<file path="src/hw/rtl/cds_pkg.sv">
// Package for the clock divider search block: field types, register indexes,
// register reset values and divider step counts. No dependencies.
`timescale 1ns / 1ps
`default_nettype none

package cds_pkg;

  typedef logic [9:0]  clk_mhz_t;   // reference clock in MHz
  typedef logic [11:0] freq_t;      // VCO limits, target and output frequency
  typedef logic [15:0] err_t;       // error limit and reported error
  typedef logic [7:0]  div_t;       // multiplier and divider values
  typedef logic [17:0] prod_t;      // reference clock times multiplier
  typedef logic [2:0]  cfg_idx_t;   // configuration register index
  typedef logic [15:0] cfg_data_t;  // configuration write data

  // Configuration register indexes.
  localparam cfg_idx_t CFG_INPUT_CLOCK = 3'd0;
  localparam cfg_idx_t CFG_VCO_MIN     = 3'd1;
  localparam cfg_idx_t CFG_VCO_MAX     = 3'd2;
  localparam cfg_idx_t CFG_ERROR_LIMIT = 3'd3;
  localparam cfg_idx_t CFG_MULT_LOW    = 3'd4;
  localparam cfg_idx_t CFG_MULT_HIGH   = 3'd5;
  localparam cfg_idx_t CFG_INDIV_HIGH  = 3'd6;
  localparam cfg_idx_t CFG_OUTDIV_HIGH = 3'd7;

  // Register values after reset.
  localparam clk_mhz_t RST_INPUT_CLOCK = 10'd100;
  localparam freq_t    RST_VCO_MIN     = 12'd800;
  localparam freq_t    RST_VCO_MAX     = 12'd1600;
  localparam err_t     RST_ERROR_LIMIT = 16'd1000;
  localparam div_t     RST_MULT_LOW    = 8'd2;
  localparam div_t     RST_MULT_HIGH   = 8'd128;
  localparam div_t     RST_INDIV_HIGH  = 8'd106;
  localparam div_t     RST_OUTDIV_HIGH = 8'd128;

  // Steps of the shared divider: the full product, or a 12-bit VCO value.
  localparam logic [4:0] VDIV_STEPS = 5'd18;
  localparam logic [4:0] ODIV_STEPS = 5'd12;

endpackage

`default_nettype wire

</file>
<file path="src/hw/rtl/clock_divider_search.sv">
// Top level of the clock divider search: sequencer, multiplier and the shared
// bit-serial divider. Depends on cds_pkg.
`timescale 1ns / 1ps
`default_nettype none

// Usage
// A search is started by raising start with the target frequency on
// in_target_mhz; the beat is taken at a rising edge where busy is low. busy
// then stays high until the result has been shown. The result appears on the
// out_ ports for exactly one cycle, marked by out_valid, and the block is idle
// again in the following cycle. The receiver cannot stall the block, so it
// must capture the result in that cycle.
// The eight search limits are written through cfg_we, cfg_addr and cfg_wdata
// while busy is low; they take effect at the next search.
// Timing: one restoring divider producing one quotient bit per cycle does all
// the work. Each multiplier first forms the product; each (multiplier, input
// divider) pair takes a load, 18 division steps, a range check and a step to
// the next pair; each output divider tried takes 12 division steps plus the
// evaluation, which also loads the next divider. The output divider sweep
// stops early once the output frequency has fallen below the target, so with
// a target of zero the sweep runs over every output divider and the search is
// the longest. An exact hit ends the search at once, and an empty multiplier
// or input divider range ends it without trying any candidate.
// Reset: a synchronous low on rst_n returns the sequencer to idle and loads
// the reset values of all configuration registers.
module clock_divider_search #(
  parameter int MULT_LIMIT   = 128,
  parameter int INDIV_LIMIT  = 128,
  parameter int OUTDIV_LIMIT = 128
) (
  input  wire                      clk,
  input  wire                      rst_n,
  // Command channel
  input  wire                      start,
  output logic                     busy,
  input  wire cds_pkg::freq_t      in_target_mhz,
  // Result channel
  output logic                     out_valid,
  output cds_pkg::div_t            out_multiplier,
  output cds_pkg::div_t            out_input_divider,
  output cds_pkg::div_t            out_output_divider,
  output cds_pkg::err_t            out_freq_error,
  output logic                     out_exact_hit,
  output logic                     out_found,
  // Configuration port
  input  wire                      cfg_we,
  input  wire cds_pkg::cfg_idx_t   cfg_addr,
  input  wire cds_pkg::cfg_data_t  cfg_wdata
);
  import cds_pkg::*;

  // Sequencer states.
  localparam logic [2:0] S_IDLE  = 3'd0;
  localparam logic [2:0] S_MUL   = 3'd1;
  localparam logic [2:0] S_VLOAD = 3'd2;
  localparam logic [2:0] S_VDIV  = 3'd3;
  localparam logic [2:0] S_VCHK  = 3'd4;
  localparam logic [2:0] S_ODIV  = 3'd5;
  localparam logic [2:0] S_EVAL  = 3'd6;
  localparam logic [2:0] S_NEXTD = 3'd7;

  // Configuration registers.
  clk_mhz_t input_clock_r;
  freq_t    vco_min_r;
  freq_t    vco_max_r;
  err_t     error_limit_r;
  div_t     mult_low_r;
  div_t     mult_high_r;
  div_t     indiv_high_r;
  div_t     outdiv_high_r;

  // Sequencer and search state.
  logic [2:0] state_r, state_nxt;
  logic       done_r, done_nxt;
  freq_t      target_r, target_nxt;
  div_t       m_r, m_nxt;
  div_t       d_r, d_nxt;
  div_t       o_r, o_nxt;
  prod_t      prod_r, prod_nxt;
  freq_t      vco_r, vco_nxt;
  freq_t      f_r, f_nxt;

  // Best candidate so far.
  err_t       best_err_r, best_err_nxt;
  div_t       bm_r, bm_nxt;
  div_t       bd_r, bd_nxt;
  div_t       bo_r, bo_nxt;
  err_t       berr_r, berr_nxt;
  logic       found_r, found_nxt;
  logic       exact_r, exact_nxt;

  // Shared restoring divider.
  prod_t      quo_r, quo_nxt;
  div_t       rem_r, rem_nxt;
  div_t       dvs_r, dvs_nxt;
  logic [4:0] cnt_r, cnt_nxt;

  // Upper bounds clamped to the build limits.
  div_t       m_hi, d_hi, o_hi;

  // Divider step and candidate evaluation.
  logic [8:0] shl;
  logic       q_bit;
  div_t       rem_step;
  logic       f_ge_t;
  freq_t      err_w;
  logic       vco_in_range;

  always_comb begin
    // A bound is only replaced by a limit below it, so the limit fits 8 bits.
    m_hi = (9'(mult_high_r) > 9'(MULT_LIMIT)) ? 8'(MULT_LIMIT) : mult_high_r;
    d_hi = (9'(indiv_high_r) > 9'(INDIV_LIMIT)) ? 8'(INDIV_LIMIT) : indiv_high_r;
    o_hi = (9'(outdiv_high_r) > 9'(OUTDIV_LIMIT)) ? 8'(OUTDIV_LIMIT) : outdiv_high_r;
  end

  // One quotient bit per cycle: shift the next dividend bit into the
  // remainder and subtract the divisor where it fits.
  always_comb begin
    shl      = {rem_r, quo_r[17]};
    q_bit    = (shl >= {1'b0, dvs_r});
    rem_step = q_bit ? 8'(shl - {1'b0, dvs_r}) : shl[7:0];
  end

  always_comb begin
    f_ge_t       = (f_r >= target_r);
    err_w        = f_ge_t ? (f_r - target_r) : (target_r - f_r);
    vco_in_range = (quo_r >= 18'(vco_min_r)) && (quo_r <= 18'(vco_max_r));
  end

  always_comb begin
    state_nxt    = state_r;
    done_nxt     = 1'b0;
    target_nxt   = target_r;
    m_nxt        = m_r;
    d_nxt        = d_r;
    o_nxt        = o_r;
    prod_nxt     = prod_r;
    vco_nxt      = vco_r;
    f_nxt        = f_r;
    best_err_nxt = best_err_r;
    bm_nxt       = bm_r;
    bd_nxt       = bd_r;
    bo_nxt       = bo_r;
    berr_nxt     = berr_r;
    found_nxt    = found_r;
    exact_nxt    = exact_r;
    quo_nxt      = quo_r;
    rem_nxt      = rem_r;
    dvs_nxt      = dvs_r;
    cnt_nxt      = cnt_r;

    unique case (state_r)
      S_IDLE: begin
        if (start && !done_r) begin
          target_nxt   = in_target_mhz;
          m_nxt        = mult_low_r;
          best_err_nxt = error_limit_r;
          bm_nxt       = '0;
          bd_nxt       = '0;
          bo_nxt       = '0;
          berr_nxt     = '0;
          found_nxt    = 1'b0;
          exact_nxt    = 1'b0;
          // Empty multiplier or input divider range: nothing to try.
          if ((mult_low_r > m_hi) || (d_hi == '0)) begin
            done_nxt = 1'b1;
          end else begin
            state_nxt = S_MUL;
          end
        end
      end
      S_MUL: begin
        prod_nxt  = 18'(input_clock_r * m_r);
        d_nxt     = 8'd1;
        state_nxt = S_VLOAD;
      end
      S_VLOAD: begin
        quo_nxt   = prod_r;
        rem_nxt   = '0;
        dvs_nxt   = d_r;
        cnt_nxt   = VDIV_STEPS;
        state_nxt = S_VDIV;
      end
      S_VDIV: begin
        quo_nxt = {quo_r[16:0], q_bit};
        rem_nxt = rem_step;
        cnt_nxt = cnt_r - 5'd1;
        if (cnt_r == 5'd1) begin
          state_nxt = S_VCHK;
        end
      end
      S_VCHK: begin
        if (vco_in_range && (o_hi != '0)) begin
          // In range means the VCO fits in 12 bits; start the first output step.
          vco_nxt   = quo_r[11:0];
          o_nxt     = 8'd1;
          quo_nxt   = {quo_r[11:0], 6'd0};
          rem_nxt   = '0;
          dvs_nxt   = 8'd1;
          cnt_nxt   = ODIV_STEPS;
          state_nxt = S_ODIV;
        end else begin
          state_nxt = S_NEXTD;
        end
      end
      S_ODIV: begin
        quo_nxt = {quo_r[16:0], q_bit};
        rem_nxt = rem_step;
        cnt_nxt = cnt_r - 5'd1;
        if (cnt_r == 5'd1) begin
          f_nxt     = {quo_r[10:0], q_bit};
          state_nxt = S_EVAL;
        end
      end
      S_EVAL: begin
        if (err_w == '0) begin
          // Exact hit ends the whole search.
          bm_nxt    = m_r;
          bd_nxt    = d_r;
          bo_nxt    = o_r;
          berr_nxt  = '0;
          found_nxt = 1'b1;
          exact_nxt = 1'b1;
          done_nxt  = 1'b1;
          state_nxt = S_IDLE;
        end else begin
          if (16'(err_w) < best_err_r) begin
            best_err_nxt = 16'(err_w);
            bm_nxt       = m_r;
            bd_nxt       = d_r;
            bo_nxt       = o_r;
            berr_nxt     = 16'(err_w);
            found_nxt    = 1'b1;
          end
          // The output frequency only falls with larger dividers, so once it
          // is below the target no later divider can do better.
          if (!f_ge_t || (o_r == o_hi)) begin
            state_nxt = S_NEXTD;
          end else begin
            o_nxt     = o_r + 8'd1;
            quo_nxt   = {vco_r, 6'd0};
            rem_nxt   = '0;
            dvs_nxt   = o_r + 8'd1;
            cnt_nxt   = ODIV_STEPS;
            state_nxt = S_ODIV;
          end
        end
      end
      S_NEXTD: begin
        if (d_r != d_hi) begin
          d_nxt     = d_r + 8'd1;
          state_nxt = S_VLOAD;
        end else if (m_r != m_hi) begin
          m_nxt     = m_r + 8'd1;
          state_nxt = S_MUL;
        end else begin
          done_nxt  = 1'b1;
          state_nxt = S_IDLE;
        end
      end
      default: begin
        state_nxt = S_IDLE;
      end
    endcase
  end

  always_ff @(posedge clk) begin
    if (!rst_n) begin
      state_r <= S_IDLE;
      done_r  <= 1'b0;
    end else begin
      state_r <= state_nxt;
      done_r  <= done_nxt;
    end
  end

  always_ff @(posedge clk) begin
    target_r   <= target_nxt;
    m_r        <= m_nxt;
    d_r        <= d_nxt;
    o_r        <= o_nxt;
    prod_r     <= prod_nxt;
    vco_r      <= vco_nxt;
    f_r        <= f_nxt;
    best_err_r <= best_err_nxt;
    bm_r       <= bm_nxt;
    bd_r       <= bd_nxt;
    bo_r       <= bo_nxt;
    berr_r     <= berr_nxt;
    found_r    <= found_nxt;
    exact_r    <= exact_nxt;
    quo_r      <= quo_nxt;
    rem_r      <= rem_nxt;
    dvs_r      <= dvs_nxt;
    cnt_r      <= cnt_nxt;
  end

  // Configuration writes, truncated to each register's width.
  always_ff @(posedge clk) begin
    if (!rst_n) begin
      input_clock_r <= RST_INPUT_CLOCK;
      vco_min_r     <= RST_VCO_MIN;
      vco_max_r     <= RST_VCO_MAX;
      error_limit_r <= RST_ERROR_LIMIT;
      mult_low_r    <= RST_MULT_LOW;
      mult_high_r   <= RST_MULT_HIGH;
      indiv_high_r  <= RST_INDIV_HIGH;
      outdiv_high_r <= RST_OUTDIV_HIGH;
    end else if (cfg_we) begin
      unique case (cfg_addr)
        CFG_INPUT_CLOCK: input_clock_r <= cfg_wdata[9:0];
        CFG_VCO_MIN:     vco_min_r     <= cfg_wdata[11:0];
        CFG_VCO_MAX:     vco_max_r     <= cfg_wdata[11:0];
        CFG_ERROR_LIMIT: error_limit_r <= cfg_wdata;
        CFG_MULT_LOW:    mult_low_r    <= cfg_wdata[7:0];
        CFG_MULT_HIGH:   mult_high_r   <= cfg_wdata[7:0];
        CFG_INDIV_HIGH:  indiv_high_r  <= cfg_wdata[7:0];
        CFG_OUTDIV_HIGH: outdiv_high_r <= cfg_wdata[7:0];
        default: begin
        end
      endcase
    end
  end

  // The result cycle still counts as busy; the block is free the cycle after.
  assign busy               = (state_r != S_IDLE) || done_r;
  assign out_valid          = done_r;
  assign out_multiplier     = bm_r;
  assign out_input_divider  = bd_r;
  assign out_output_divider = bo_r;
  assign out_freq_error     = berr_r;
  assign out_exact_hit      = exact_r;
  assign out_found          = found_r;

endmodule

`default_nettype wire

</file>
<file path="config.mk">
export PLATFORM = sky130hd
export DESIGN_NAME = clock_divider_search
export DESIGN_NICKNAME = d
export VERILOG_FILES = /design/src/hw/rtl/cds_pkg.sv /design/src/hw/rtl/clock_divider_search.sv
export SDC_FILE = /design/constraint.sdc
export NUM_CORES = 1
export LEC_CHECK = 0
export CAP_MARGIN = 15
export CORE_MARGIN = 8
export CORE_UTILIZATION = 55
export CTS_CLUSTER_DIAMETER = 150
export DETAILED_ROUTE_END_ITERATION = 12
export DONT_BUFFER_PORTS = 1
export GPL_TIMING_DRIVEN = 0
export PLACE_DENSITY = 0.77
export SYNTH_ARGS = -nofsm -noshare
export SYNTH_HDL_FRONTEND = slang
export SYNTH_SLANG_ARGS = --single-unit
export TNS_END_PERCENT = 30
</file>
<file path="constraint.sdc">
create_clock -name clk -period 5.3 [get_ports clk]
set_input_delay 1.325 -clock clk [delete_from_list [all_inputs] [get_ports clk]]
set_output_delay 1.325 -clock clk [all_outputs]
set_load 0.02 [all_outputs]
</file>
==> results.md, run 1 <==
- Gr busiest metal: met2
- Worst skew pair latency: about 0.54 ns
- H-Tree Depth: 1
- Syn Inst Count: 1649
- Skew final: 0.01561 ns
- Tightest Pin Transition: approximately 1.2 ns
- Vias in the first global route: 12182
- CTS Hold Buffers Added: 0
- Distinct cells, synth: 75
- IO Count: 79
- Unrepaired setup endpoints after global routing: false
- FF-to-FF End: prod_r[17]
- Clk sinks: 257
- Synthesized area per cell: just under 10 um2
- Fin crit share: between 90% and 100%
- Met3 Use GR: 2.629%
- Post-synthesis async set-or-reset flop share: 0%
- Reg2reg start: m_r[4]
- Max Cap Viol: 0
- Hpwl dp: 31.01 mm
- Grt ovf: 0
- Overall power: between 5 and 6 mW
- Setup violations, final: 0
- Outcome: completed
- Core box area: 28700 um2
- HP Start: vco_min_r[7]
- Tot GR Track Use: a little under a quarter
- DRC violations left: 0
- First-pass iteration count of the detailed router: 8
- Setup crit start: m_r[4]
- CTS root buf: clkbuf_16
- Critical Path Source Type: flop
- Worst VDD drop: 0.2232 mV
- Grt met1 use: 28.76%
- TritonCTS clock tree: yes
- Num CTS Buffers: 27
- GPL Wtd Cong: a little over 0.9
- Ranking of synthesized cells by area: edfxtp_1, dfxtp_1, ha_1
- Post-synth EDFFs: 171
- Hold WC Path Type: reg -> reg
- #FFs+latches synth: around 260
- Initial DRC count: 946
- Die area: 34800 um2
- Slowest stage cell on the critical path: fa_1
- Die height: 186.6 um
- Final max-slew violation count: 0
- CP cell instances: buf_2 -> and2_1 -> fa_1 -> fa_1 -> inv_1 -> fa_1 -> fa_1 -> inv_1 -> ha_1 -> o21ai_0 -> a21boi_1 -> o21ai_1 -> a211oi_2 -> nor3_1 -> o41ai_1 -> a21oi_1 -> xnor2_1
- Post-DR wirelength/cell: 19.50 um
- Fin util: 61.56%
- Layout cells sized above 1: 6.872%
- Ys flop type: edfxtp_1
- R2r setup slk: around 0.27 ns
- Area growth from synthesis to layout: 10.44%
- Fmax achieved: 0.1987 GHz
- Period minus WS final: approximately 5.0 ns
- Dominant cell type by area after synthesis: edfxtp_1
- Share of the yosys chip area belonging to registers: 42.86%
- CTS Buffer Depth: 3
- # rows: 62
- R2R depth: 17
- Crit path arrival time: 5.30 ns
- PwrDens: 317.9 nW/um2
- Setup crit end kind: flop
- Critical Path Fanout Max: 10
- Initial core utilization: 55.74%
- Pleak: 7.339 nW
- Antenna-violating nets left: 0
- CP peak stage delay: 0.54 ns
- Pin count of the biggest net entering global routing: 33
- Met2 Track Usage GR: around 39%
- DP Area: 16600 um2
- Initial antenna violation count: 0
- Worst Path Required: around 5.6 ns
- Synth top area share: between 30% and 40%
- Yosys warning count: 0
- CTS clk-pin slew, worst paths: ~0.06 ns
- Hold Slack: 0.4674 ns
- Final nets: 1899
- Buf/Inv on CP: 3
- DR vias: 12344
- Syn Std Cell Area: 16000 um2
- Type of the worst setup path: reg -> reg
- Hold-critical path endpoint: vco_min_r[7]
- Slew headroom: 18.84%
- Die width: 186.6 um
- Port Buffers: 0
- Post-layout instance area: approximately 18000 um2
- Crit path max-delay family: adder cells
- Vias per cell: 5.873
- First-pass GRT wire length: 64.29 mm
- Most used cell, CP: fa_1
- Routed WL: approximately 41 mm
- Final Hold Vio Count: 0
- Number of cells on the worst hold path: 2
==> routing by layer <==
layer	up-vias	share of wire [%]
met5	-	0
met3	116	6.8
met1	5899	41
met4	0	4.1
li1	5784	-
met2	545	48
==> area by class of cell <==
class                           instances  area (um2)
Clock inverter                         12       116.4
Clock buffer                           37       827.0
Fill cell                            2376       11030
Buffer                                 74       355.3
Tap cell                              384       480.5
Antenna cell                            1       2.502
Sequential cell                       257        6857
Multi-Input combinational cell       1142        8193
Timing Repair Buffer                   19       176.4
Inverter                              176       660.6
==> placed cells by master (no fill, tap or decap), types with 5 or more instances in the layout <==
| cell | Yosys | routed |
|---|---|---|
| o21a_1 | 14 | 14 |
| buf_4 | 8 | 23 |
| nand2_1 | 240 | 240 |
| a221o_1 | 12 | 12 |
| clkinv_2 | 0 | 6 |
| nand3b_1 | 5 | 5 |
| dfxtp_1 | 86 | 86 |
| or2_2 | 6 | 6 |
| ha_1 | 116 | 116 |
| nor2b_1 | 15 | 15 |
| a211oi_1 | 7 | 6 |
| clkbuf_8 | 0 | 7 |
| o22ai_1 | 7 | 7 |
| buf_6 | 4 | 5 |
| and3_1 | 35 | 35 |
| inv_1 | 175 | 175 |
| o41ai_1 | 6 | 5 |
| and2_1 | 69 | 69 |
| nor2_1 | 87 | 86 |
| mux2i_1 | 16 | 16 |
| nor3_1 | 23 | 22 |
| a211o_1 | 5 | 5 |
| o2111ai_1 | 5 | 5 |
| fa_1 | 51 | 51 |
| a21o_1 | 30 | 30 |
| a21oi_1 | 46 | 45 |
| clkbuf_1 | 56 | 48 |
| a21boi_0 | 64 | 63 |
| nor4b_1 | 6 | 6 |
| o21ai_0 | 54 | 52 |
| edfxtp_1 | 171 | 171 |
| o221ai_1 | 5 | 5 |
| clkbuf_2 | 4 | 6 |
| nand2b_1 | 18 | 18 |
| xor2_1 | 21 | 21 |
| nand3_1 | 55 | 55 |
| nand4_1 | 17 | 17 |
| xnor2_1 | 32 | 32 |
| o211ai_1 | 16 | 16 |
| clkbuf_16 | 0 | 29 |
==> logic make-up (layout without fill, tap and decap cells) <==
group / count (synthesis) / in the layout / synth area share, %
AO/OA/AOI/OAI: 310 / 310 / 13.65
buffers and inverters: 253 / 318 / 6.351
adder cells (fa/ha/maj): 167 / 167 / 15.45
multiplexers: 16 / 16 / 1.001
AND/OR/NAND/NOR: 592 / 592 / 17.76
flip-flops: 257 / 257 / 42.86
XOR/XNOR: 53 / 53 / 2.902
other: 1 / 5 / 0.02344
==> synthesized netlist by cell type, types with 4 or more instances <==
cell type and number:
nor2b_1 15, fa_1 51, nand2b_1 18, o2111ai_1 5
o21a_1 14, a21boi_0 64, o21ai_0 54, o221ai_1 5
nand3_1 55, clkbuf_1 56, a211oi_1 7, buf_6 4
a211o_1 5, buf_1 4, ha_1 116, dfxtp_1 86
nand4_1 17, and2_1 69, clkbuf_2 4, a21oi_1 46
o22ai_1 7, o211ai_1 16, buf_4 8, nor4_1 4
nor3_1 23, nor2_1 87, xnor2_1 32, edfxtp_1 171
and3_1 35, inv_1 175, xor2_1 21, o41ai_1 6
nand2_1 240, mux2i_1 16, nor4b_1 6, or2_2 6
a21o_1 30, nand3b_1 5, a221o_1 12
==> sequential cells by signal (all words and copies together), names as in the netlist, 10 cells and up <==
signal	count
best_err_r	16
vco_max_r	12
target_r	12
vco_min_r	12
quo_r	18
prod_r	18
input_clock_r	10
f_r	12
error_limit_r	16
vco_r	12
out_freq_error	12
==> through the flow <==
stage | worst slack (ns) | TNS [ns] | cells
3_5_place_dp | -0.1770 | -0.2451 | 2040
2_1_floorplan | -0.03274 | -1.015 | 1652
3_3_place_gp | -1.452 | -70.14 | 2036
4_1_cts | 0.01569 | 0 | 2086
6_report | 0.2673 | 0 | 2102
5_1_grt | 0.01851 | 0 | 2101
==> tightest hold or removal path: cells and delay by family (launching register included) <==
family | cells | cell delay (ns)
AO/OA/AOI/OAI | 1 | 0.06
flip-flops | 1 | 0.31
AND/OR/NAND/NOR | 1 | 0.05
==> where the power goes <==
| group | leakage, nW | switching [mW] | internal, mW | total (mW) |
|---|---|---|---|---|
| registers | 2.28 | 0.149 | 2.34 | 2.49 |
| clock network | 0.474 | 0.783 | 1.19 | 1.97 |
| logic | 4.59 | 0.690 | 0.467 | 1.16 |
==> worst max path at each step <==
stage / endpoint / slack, ns / depth (start not counted)
after floorplan: cnt_r[0] / -0.03 / 13
after global placement: quo_r[9] / -1.45 / 13
after detailed placement: prod_r[17] / -0.18 / 18
after CTS: prod_r[17] / 0.02 / 17
after global routing: prod_r[17] / 0.02 / 17
final: prod_r[17] / 0.27 / 17
==> timing repair <==
action,4_1_cts,5_1_grt
setup buffers,0,13
resized for setup,5,11
cloned,0,0
setup endpoints to repair,2,18
Note: power is estimated with default switching activity, not from simulation.
==> inputs of run 2 (changes only) <==
CORE_UTILIZATION = 59   (was 55)
PLACE_DENSITY = 0.82   (was 0.77)
==> run 2 against run 1 <==
  * Setup slack lost 0.0060 ns
  * Worst hold slack lost 0.0082 ns
  * Sequential power is essentially flat
  * Fmax shrank 0.12%
  * Highest routed layer is now met5
==> results.md, run 2 (same netlist as run 1, synthesis figures left out) <==
- Fmax achieved: 0.1985 GHz (-0.12%)
- Port Buffers: 0 (unchanged)
- Hpwl dp: 30.34 mm (-2.2%)
- Hold-critical path endpoint: error_limit_r[14]
- Number of cells in the finished layout apart from fillers: 2060 (-2.0%)
- Setup TNS: 0 ns (unchanged)
- Slew headroom: 35.16% (+16 points)
- PwrDens: 310.7 nW/um2 (-2.3%)
- Pleak: 7.264 nW (-1.0%)
- IO Count: 79 (unchanged)
- Place WS: -0.1301 ns (+0.04692 ns)
- Tightest Pin Transition: 0.9652 ns (-0.2353 ns)
- Initial antenna violation count: 1 (+1)
- Fill cell count: 2051 (-14%)
- Worst Path Required: 5.58 ns (+0.02 ns)
- GPL Wtd Cong: 0.9344 (+2.8%)
- R2r setup slk: 0.26 ns (about the same)
- Critical Path Source Type: flop
- First-pass iteration count of the detailed router: 5 (-3)
- Top Registers: prod_r: 18 flops, quo_r: 18 flops
- FF-to-FF End: prod_r[17]
- Type of the worst setup path: reg -> reg
- CTS Buffer Depth: 3 (unchanged)
- Layout cells sized above 1: 6.345% (-0.53 points)
- Core box area: 26800 um2 (-6.6%)
- Clk sinks: 257 (unchanged)
- Area growth from synthesis to layout: 9.338%
- Grt ovf: 0 (unchanged)
- Fin crit share: 95.07% (+0.11 points)
- Tot GR Track Use: 24.57% (+1.9 points)
- Initial core utilization: 59.69% (+4.0 points)
- Final nets: 1900 (+0.053%)
- DR vias: 12583 (+1.9%)
- # rows: 60 (-3.2%)
- Die width: 180.7 um (-3.2%)
- Crit path arrival time: 5.32 ns (+0.02 ns)
- Vias per cell: 6.108 (+4.0%)
- Num CTS Buffers: 26 (-3.7%)
- First-pass GRT wire length: 65.11 mm (+1.3%)
- DP Area: 16540 um2 (-0.38%)
- HP Start: error_limit_r[14]
- Fin worst setup slack: 0.2613 ns (-0.006003 ns)
- CTS Hold Buffers Added: 0 (unchanged)
- Most frequent cells in the layout: nand2_1, inv_1, edfxtp_1, ha_1
- Setup crit end kind: flop
- CTS clk-pin slew, worst paths: 0.06 ns (about the same)
- Unrepaired setup endpoints after global routing: false
- R2R depth: 17 (unchanged)
- Reg2reg start: m_r[3]
- Overall power: 5.434 mW (-3.2%)
- Post-layout instance area: 17490 um2 (-1.0%)
- Routed WL: 40.85 mm (-0.36%)
- Die area: 32640 um2 (-6.2%)
- Period minus WS final: 5.039 ns (+0.006003 ns)
- Post-DR wirelength/cell: 19.83 um (+1.7%)
- Final Hold Vio Count: 0 (unchanged)
- Hold Slack: 0.4592 ns (-0.008193 ns)
- Placed instance count: 1998 (-2.1%)
- Critical Path Fanout Max: 10 (unchanged)
- Outcome: completed
- Fin util: 65.27% (+3.7 points)
- H-Tree Depth: 1 (unchanged)
- Vias in the first global route: 12493 (+2.6%)
- Antenna-violating nets left: 0 (unchanged)
- Worst skew pair latency: 0.54 ns (about the same)
- Commonest non-fill, non-tap cell in the layout: nand2_1
- CTS root buf: clkbuf_16
- Max Cap Viol: 0 (unchanged)
- TritonCTS clock tree: yes
- Worst VDD drop: 0.2492 mV (+12%)
- Hold WC Path Type: reg -> reg
- Number of cells on the worst hold path: 2 (unchanged)
- Skew final: 0.01390 ns (-0.001710 ns)
- DRC violations left: 0 (unchanged)
- Setup violations, final: 0 (unchanged)
- Die height: 180.7 um (-3.2%)
- Pin count of the biggest net entering global routing: 34 (+3.0%)
- Initial DRC count: 1120 (+18%)
- Final max-slew violation count: 0 (unchanged)
[run 2: final cells by class]
| class | count | area, um2 | area share, % |
|---|---|---|---|
| buffer | 74 | 352.8 | 2.017 |
| sequential | 257 | 6857 | 39.20 |
| clock buffer | 34 | 701.9 | 4.013 |
| multi-input combinational | 1142 | 8193 | 46.84 |
| inverter | 176 | 660.6 | 3.777 |
| timing repair buffer | 21 | 173.9 | 0.9943 |
| antenna | 1 | 2.502 | 0.01431 |
| tap | 341 | 426.7 | 2.439 |
| clock inverter | 14 | 123.9 | 0.7082 |
[run 2: what timing repair did]
item / 4_1_cts / 5_1_grt
setup endpoints to repair: 2 / 13
buffers inserted: 0 / 13
pin swaps: 0 / 0
gates resized for setup: 5 / 6
[run 2: worst max-delay path by stage]
stage / start / end / slack (ns) / depth (start not counted)
6_report: m_r[3] / prod_r[17] / 0.26 / 17
5_1_grt: m_r[6] / prod_r[17] / 0.02 / 17
4_1_cts: m_r[6] / prod_r[17] / 0.05 / 17
3_5_place_dp: m_r[2] / prod_r[17] / -0.13 / 18
3_3_place_gp: target_r[1] / quo_r[9] / -1.32 / 11
2_1_floorplan: f_r[0] / cnt_r[0] / -0.03 / 13
[run 2: report_power, final]
part / internal [mW] / switching (mW)
Combinational: 0.464 / 0.688
Sequential: 2.34 / 0.147
Clock: 1.03 / 0.764
Total: 3.83 / 1.60
[run 2: worst max-delay path: stages (launching register included)]
cell,delay (ns)
edfxtp_1,0.49
clkbuf_2,0.25
and2_1,0.21
fa_1,0.43
fa_1,0.55
inv_1,0.05
fa_1,0.46
fa_1,0.54
inv_1,0.04
ha_1,0.31
o21ai_0,0.11
a21boi_0,0.24
o21ai_0,0.19
a211oi_2,0.24
nor3_1,0.10
o41ai_1,0.31
a21oi_1,0.12
xnor2_1,0.14
[run 2: per-layer routing]
| layer | vias to the layer above | GRT usage, % | share of wire (%) |
|---|---|---|---|
| met1 | 6119 | 29.85 | 40 |
| met2 | 569 | 43.14 | 49 |
| li1 | 5781 | - | - |
| met4 | 2 | 9.689 | 3.8 |
| met5 | - | 0 | 0.037 |
| met3 | 112 | 3.810 | 7.2 |
